<file path="src/rtl/core/swept_circle_hit_test_core_defines.svh">
// ----------------------------------------------------------------------------
// swept_circle_hit_test_core_defines
// assertion macros for the swept circle hit test core
// ----------------------------------------------------------------------------
`ifndef SWEPT_CIRCLE_HIT_TEST_CORE_DEFINES_SVH
`define SWEPT_CIRCLE_HIT_TEST_CORE_DEFINES_SVH
`ifndef SYNTHESIS
`define SCH_ASSERT_IMPL(label, clk, rst_n, ante, cons) \
  label: assert property (@(posedge clk) disable iff (!rst_n) (ante) |-> (cons)) \
    else $error("assertion failed");
`define SCH_ASSERT_NEXT(label, clk, rst_n, ante, cons) \
  label: assert property (@(posedge clk) disable iff (!rst_n) (ante) |=> (cons)) \
    else $error("assertion failed");
`else
`define SCH_ASSERT_IMPL(label, clk, rst_n, ante, cons)
`define SCH_ASSERT_NEXT(label, clk, rst_n, ante, cons)
`endif
`endif

</file>
<file path="src/rtl/core/scht_pkg.sv">
// ----------------------------------------------------------------------------
// scht_pkg
// shared types and constants of the swept circle hit test core
// ----------------------------------------------------------------------------
`timescale 1ns / 1ps
`default_nettype none
package scht_pkg;
  localparam int CORDIC_ITERS = 15;
  localparam int CORDIC_START = 9949;
  localparam int ITER_W = 4;

  function automatic logic [13:0] arc_of(input logic [ITER_W-1:0] i);
    logic [13:0] a;
    unique case (i)
      4'd0: a = 14'd8192;
      4'd1: a = 14'd4836;
      4'd2: a = 14'd2555;
      4'd3: a = 14'd1297;
      4'd4: a = 14'd651;
      4'd5: a = 14'd326;
      4'd6: a = 14'd163;
      4'd7: a = 14'd81;
      4'd8: a = 14'd41;
      4'd9: a = 14'd20;
      4'd10: a = 14'd10;
      4'd11: a = 14'd5;
      4'd12: a = 14'd3;
      4'd13: a = 14'd1;
      4'd14: a = 14'd1;
      default: a = 14'd0;
    endcase
    return a;
  endfunction

  // controller to datapath
  typedef struct packed {
    logic load;       // capture the transaction
    logic div_step;   // one restoring division bit
    logic cordic_init;
    logic cordic_step;
    logic samp_init;  // t = -speed
    logic samp_mul;   // products of t with cos and sin
    logic samp_pos;   // round and add offsets
    logic samp_sq;    // square terms
    logic samp_cmp;   // compare and advance t
    logic cur_sq;     // squared current distance
    logic cur_cmp;
  } scht_cmd_t;

  // datapath to controller
  typedef struct packed {
    logic r_zero;
    logic swept;      // speed above radius sum
    logic hit;
  } scht_sts_t;
endpackage
`default_nettype wire

</file>
<file path="src/rtl/core/scht_ctrl.sv">
// ----------------------------------------------------------------------------
// scht_ctrl
// sequencer: divide, cordic, sample loop, current position, result
// ----------------------------------------------------------------------------
`timescale 1ns / 1ps
`default_nettype none
module scht_ctrl #(
  parameter int MAX_STEPS = 64,
  parameter int CNT_W     = 13
) (
  input  wire logic                clk,
  input  wire logic                rst_n,
  input  wire logic                in_valid,
  output logic                     in_stall,
  output logic                     out_valid,
  input  wire logic                out_stall,
  output logic                     out_hit,
  output logic                     out_steps_capped,
  input  wire scht_pkg::scht_sts_t sts,
  input  wire logic [CNT_W-1:0]    count,
  output scht_pkg::scht_cmd_t      cmd,
  output logic                     hit_clr,
  output logic [3:0]               iter,
  output logic                     busy
);
  localparam logic [3:0] S_IDLE = 4'd0, S_DIV = 4'd1, S_CORD = 4'd2, S_MUL = 4'd3,
                         S_POS = 4'd4, S_SQ = 4'd5, S_CMP = 4'd6, S_CSQ = 4'd7,
                         S_CCMP = 4'd8, S_OUT = 4'd9;
  localparam int JW = CNT_W + 1;

  logic [3:0]    state_r, state_nxt;
  logic [3:0]    iter_r, iter_nxt;
  logic [JW-1:0] j_r, j_nxt, lim_r, lim_nxt;
  logic          cap_r, cap_nxt;
  logic          out_valid_r, out_valid_nxt;
  logic          out_hit_r, out_hit_nxt;
  logic          out_cap_r, out_cap_nxt;
  logic          acc;

  assign acc      = in_valid && !in_stall;
  assign in_stall = (state_r != S_IDLE);
  assign busy     = (state_r != S_IDLE);
  assign iter     = iter_r;

  always_comb begin
    state_nxt     = state_r;
    iter_nxt      = iter_r;
    j_nxt         = j_r;
    lim_nxt       = lim_r;
    cap_nxt       = cap_r;
    out_valid_nxt = out_valid_r && out_stall;
    out_hit_nxt   = out_hit_r;
    out_cap_nxt   = out_cap_r;
    cmd           = '0;
    hit_clr       = 1'b0;
    unique case (state_r)
      S_IDLE: begin
        if (acc) begin
          cmd.load  = 1'b1;
          hit_clr   = 1'b1;
          cap_nxt   = 1'b0;
          iter_nxt  = '0;
          state_nxt = S_DIV;
        end
      end
      S_DIV: begin
        cmd.div_step = 1'b1;
        iter_nxt     = iter_r + 4'd1;
        if (iter_r == 4'd12) begin
          iter_nxt  = '0;
          priority if (sts.r_zero) state_nxt = S_OUT;
          else if (!sts.swept) state_nxt = S_CSQ;
          else begin
            cmd.cordic_init = 1'b1;
            state_nxt       = S_CORD;
          end
        end
      end
      S_CORD: begin
        cmd.cordic_step = 1'b1;
        iter_nxt        = iter_r + 4'd1;
        if (iter_r == 4'(scht_pkg::CORDIC_ITERS - 1)) begin
          cmd.samp_init = 1'b1;
          j_nxt         = '0;
          if (JW'(count) > JW'(MAX_STEPS)) begin
            lim_nxt = JW'(MAX_STEPS);
            cap_nxt = 1'b1;
          end else begin
            lim_nxt = JW'(count);
          end
          state_nxt = S_MUL;
        end
      end
      S_MUL: begin cmd.samp_mul = 1'b1; state_nxt = S_POS; end
      S_POS: begin cmd.samp_pos = 1'b1; state_nxt = S_SQ;  end
      S_SQ:  begin cmd.samp_sq  = 1'b1; state_nxt = S_CMP; end
      S_CMP: begin
        cmd.samp_cmp = 1'b1;
        j_nxt        = j_r + 1'b1;
        state_nxt    = (j_r + 1'b1 >= lim_r) ? S_CSQ : S_MUL;
      end
      S_CSQ:  begin cmd.cur_sq  = 1'b1; state_nxt = S_CCMP; end
      S_CCMP: begin cmd.cur_cmp = 1'b1; state_nxt = S_OUT;  end
      S_OUT: begin
        // hand over once the result register is free or drains this cycle
        if (!out_valid_r || !out_stall) begin
          out_valid_nxt = 1'b1;
          out_hit_nxt   = sts.hit;
          out_cap_nxt   = cap_r;
          state_nxt     = S_IDLE;
        end
      end
      default: state_nxt = S_IDLE;
    endcase
  end

  always_ff @(posedge clk) begin
    if (!rst_n) begin
      state_r     <= S_IDLE;
      iter_r      <= '0;
      j_r         <= '0;
      lim_r       <= '0;
      cap_r       <= 1'b0;
      out_valid_r <= 1'b0;
      out_hit_r   <= 1'b0;
      out_cap_r   <= 1'b0;
    end else begin
      state_r     <= state_nxt;
      iter_r      <= iter_nxt;
      j_r         <= j_nxt;
      lim_r       <= lim_nxt;
      cap_r       <= cap_nxt;
      out_valid_r <= out_valid_nxt;
      out_hit_r   <= out_hit_nxt;
      out_cap_r   <= out_cap_nxt;
    end
  end

  assign out_valid        = out_valid_r;
  assign out_hit          = out_hit_r;
  assign out_steps_capped = out_cap_r;
endmodule
`default_nettype wire

</file>
<file path="config.mk">
export PLATFORM = sky130hd
export DESIGN_NAME = scht_ctrl
export DESIGN_NICKNAME = d
export VERILOG_FILES = /design/src/rtl/core/swept_circle_hit_test_core_defines.svh /design/src/rtl/core/scht_pkg.sv /design/src/rtl/core/scht_ctrl.sv
export SDC_FILE = /design/constraint.sdc
export NUM_CORES = 1
export LEC_CHECK = 0
export ABC_CLOCK_PERIOD_IN_PS = 3780
export BUFFER_PORTS_ARGS = -buffer_cell sky130_fd_sc_hd__buf_2
export CORE_UTILIZATION = 50
export DETAILED_ROUTE_END_ITERATION = 8
export GPL_TIMING_DRIVEN = 0
export PLACE_DENSITY_LB_ADDON = 0.2
export SLEW_MARGIN = 20
export SYNTH_ARGS = -nofsm -noshare
export SYNTH_HDL_FRONTEND = slang
export SYNTH_SLANG_ARGS = --single-unit
</file>
<file path="constraint.sdc">
create_clock -name clk -period 3.78 [get_ports clk]
set_input_delay 0.378 -clock clk [delete_from_list [all_inputs] [get_ports clk]]
set_output_delay 0.378 -clock clk [all_outputs]
set_load 0.02 [all_outputs]
</file>
==> impl_metrics.yaml <==
routing:
  drtIter0Drc: 103
  routed-via-count: 2092
  drc: 4
  avgRoutedWirePerCell_um: 13.4
  ant_nets: 0
  wl_um: 5110
  routed_via_density: 5.49
  drt_pass1_iterations: 6
clocking:
  worstSkewPairLatency_ns: 0.29
  cts-resized-gates: 0
  cts-root-buf: "clkbuf_8"
  cts.reportedPaths.clkPinSlew_ns: 0.08
  holdBufCountCts: 0
  cts_buffers: 5
  cts_tree: "built"
  cts_sinks: 39
  htree_levels: 2
  cts_setup_buffers: 0
  clockBufferDepth: 2
placement:
  port_buffers: 40
  dpl.cell_count: 373
  dp_hpwl_um: 3910
  dp_slack_ns: 1.48
  gp_congestion: 0.863
setup_path:
  start_kind: "flop"
  cp_slowest_cell: "dfxtp_1"
  crit_family: "simple AND/OR/NAND/NOR gates"
  ff2ff_path_depth: 10
  critPathKind: "reg -> reg"
  r2r_end: "state_r[2]$_SDFFE_PN0P_"
  crit-reg2reg-launch: "j_r[0]$_SDFFE_PN0P_"
  cp_max_fo: 5
  max_stage_delay_ns: 0.42
  crit_chain: "ha_1 > nand3_1 > nor2_2 > and3_1 > xor2_1 > ha_1 > a21oi_1 > o211ai_1 > a21oi_1 > a21oi_2"
  rrSetupSlack_ns: 1.47
  cp.arrival_ns: 2.50
  critPathRequiredTime_ns: 3.97
  cp-end-kind: "flop"
  cp_num_buf_inv: 0
cells_and_area:
  fin_util_pct: 61.4
  seq_area_um2: 781
  drive_above_1_share_pct: 24.6
  fin_cells: 381
  syn2layout_area_growth_pct: 15.4
  nets: 365
  insertedDiodeCount: 0
  fillers: 425
  multi_input_area_mm2: 0.00142
yosys:
  synth_edf_count: 0
  yosys_warnings: 0
  ys_async_sr_fraction_pct: 0
  syn_inst: 281
  synth-seq-cells: 39
  syn_avg_cell_area_um2: 8.47
  yosysSeqAreaShare_pct: 32.8
  synthesis.area_mm2: 0.00238
  ys_types: 58
  synth_nets: 318
  synthFlopType: "dfxtp_1"
worst_hold_path:
  min_to: "out_hit$_SDFFE_PN0P_"
  min_path_type: "in -> reg"
  min-delay-start: "sts[0]"
  holdPathStages: 3
timing:
  worst_slew_pin_slew_ns: 0.537
  finalSetupViolations: 0
  fin_ws_ns: 1.47
  fin_crit_sh_pct: 61.2
  clock_skew_ns: 0.00995
  fmax_ghz: 0.432
  hold_viol: 0
  slew_viol_final: 0
  rsz0062_at_grt: "false"
  slew_headroom_pct: 63.9
  tns_ns: 0
  timing.final.crit_period_ns: 2.31
  whs_ns: 0.345
status:
  violations: "design-rule violations"
  status: "complete, but fails checks"
global_route:
  grt_max_degree: 12
  grt_overflow: 0
  grt_pass1_vias: 1909
  grt_usage_pct: 21.9
  grt_pass1_wl_um: 8700
  antenna_found_initial: 0
floorplanning:
  io_pins: 41
  rows: 24
  die_x_um: 71.0
  coreArea_mm2: 0.00447
  die-area_mm2: 0.00504
  start_util_pct: 53.2
  die_y_um: 71.0
power:
  ir_drop_v: 0.000286
  powerDensity_mw_per_mm2: 458
  p_leak_nw: 1.18
job:
  cap_violations: 0
through the flow:
| stage | power, mW | cell area [µm²] |
|---|---|---|
| 2_1_floorplan | 0.844 | 2380 |
| 3_3_place_gp | 0.953 | 2650 |
| 3_5_place_dp | 0.961 | 2650 |
| 4_1_cts | 1.27 | 2750 |
| 5_1_grt | 1.33 | 2750 |
| 6_report | 1.26 | 2750 |
layer usage:
metal	vias to the layer above	global-route usage, %	part of all wire, %	wire [µm]
li1	1081	-	-	-
met1	965	30.1	48	2450
met2	39	35.3	47	2380
met3	7	3.85	4.2	212
met4	0	6.67	1.2	62
met5	-	0	0	0
cells by family (layout without fill, tap and decap cells):
kind of cell             count (synthesis)  after routing  synth area share, %
AND/OR/NAND/NOR                        114            114                 26.6
AO/OA/AOI/OAI                           56             56                 17.3
flip-flops                              39             39                 32.8
multiplexers                             3              3                 1.31
XOR/XNOR                                15             15                 5.52
adder cells (fa/ha/maj)                 17             17                 8.94
buffers and inverters                   37             85                 7.57
synthesized netlist by cell type, types with 2 or more instances:
master     n  area share (%)
mux2i_1    2            0.84
o21a_1     3            0.95
nand4_1    2            0.53
buf_2      3            0.63
and2_1     3            0.79
nor3_1    10             2.1
nand3b_2   2            0.95
xor2_1     5             1.8
dfxtp_1   39              33
a21o_1     2            0.63
nand2_1   21             3.3
xnor2_1   10             3.7
a21oi_1   20             4.2
ha_1      17             8.9
a22oi_1   12             3.8
buf_6      2            0.95
or3_1      2            0.53
nor2_2     3            0.79
nor2_1    31             4.9
nor4_1     3            0.79
nand3_1   14             2.9
inv_2      2            0.32
clkbuf_1   4            0.63
buf_4      6             1.9
inv_1     19             3.0
a311oi_1   2            0.74
nand2b_1   2            0.53
and3_1     7             1.8
or2_2      2            0.53
o21ai_0    3            0.63
cell type report:
type                       count  area share (%)
inverter                      22            3.01
multi-input combinational    205            51.7
sequential                    39            28.4
tap                           52            2.37
buffer                        15            3.56
clock buffer                   8            3.65
timing repair buffer          40            7.29
worst max path at each step:
stage	start	to	cells past startpoint
4_1_cts	j_r[0]$_SDFFE_PN0P_	state_r[2]$_SDFFE_PN0P_	10
6_report	j_r[0]$_SDFFE_PN0P_	state_r[2]$_SDFFE_PN0P_	10
2_1_floorplan	j_r[0]$_SDFFE_PN0P_	state_r[2]$_SDFFE_PN0P_	10
3_5_place_dp	j_r[0]$_SDFFE_PN0P_	state_r[2]$_SDFFE_PN0P_	10
5_1_grt	j_r[0]$_SDFFE_PN0P_	state_r[2]$_SDFFE_PN0P_	10
3_3_place_gp	j_r[0]$_SDFFE_PN0P_	state_r[2]$_SDFFE_PN0P_	10
layout by cell type (no fill, tap or decap), types with 12 or more instances in the layout:
cell / count
buf_2: 43
dfxtp_1: 39
nor2_1: 31
nand2_1: 21
a21oi_1: 20
inv_1: 19
ha_1: 17
nand3_1: 14
a22oi_1: 12
report_power, final:
group          switching, mW  internal [mW]
Clock                  0.141          0.167
Combinational          0.286          0.214
Sequential            0.0207          0.431
state kept, by name (all words and copies together), names as in the netlist:
signal            flops
cap_r                 1
state_r               4
lim_r                13
j_r                  14
out_steps_capped      1
out_hit               1
out_valid             1
iter                  4
worst reg2reg max path: cells and delay by family, from the launching register on:
kind,cells,cell delay (ns)
and+or+nand+nor,3,0.59
adders and majority gates,2,0.54
AOI/OAI and AO/OA,4,0.46
DFF,1,0.42
xor gates and xnor gates,1,0.21
Power figures use the tool's default switching activity.
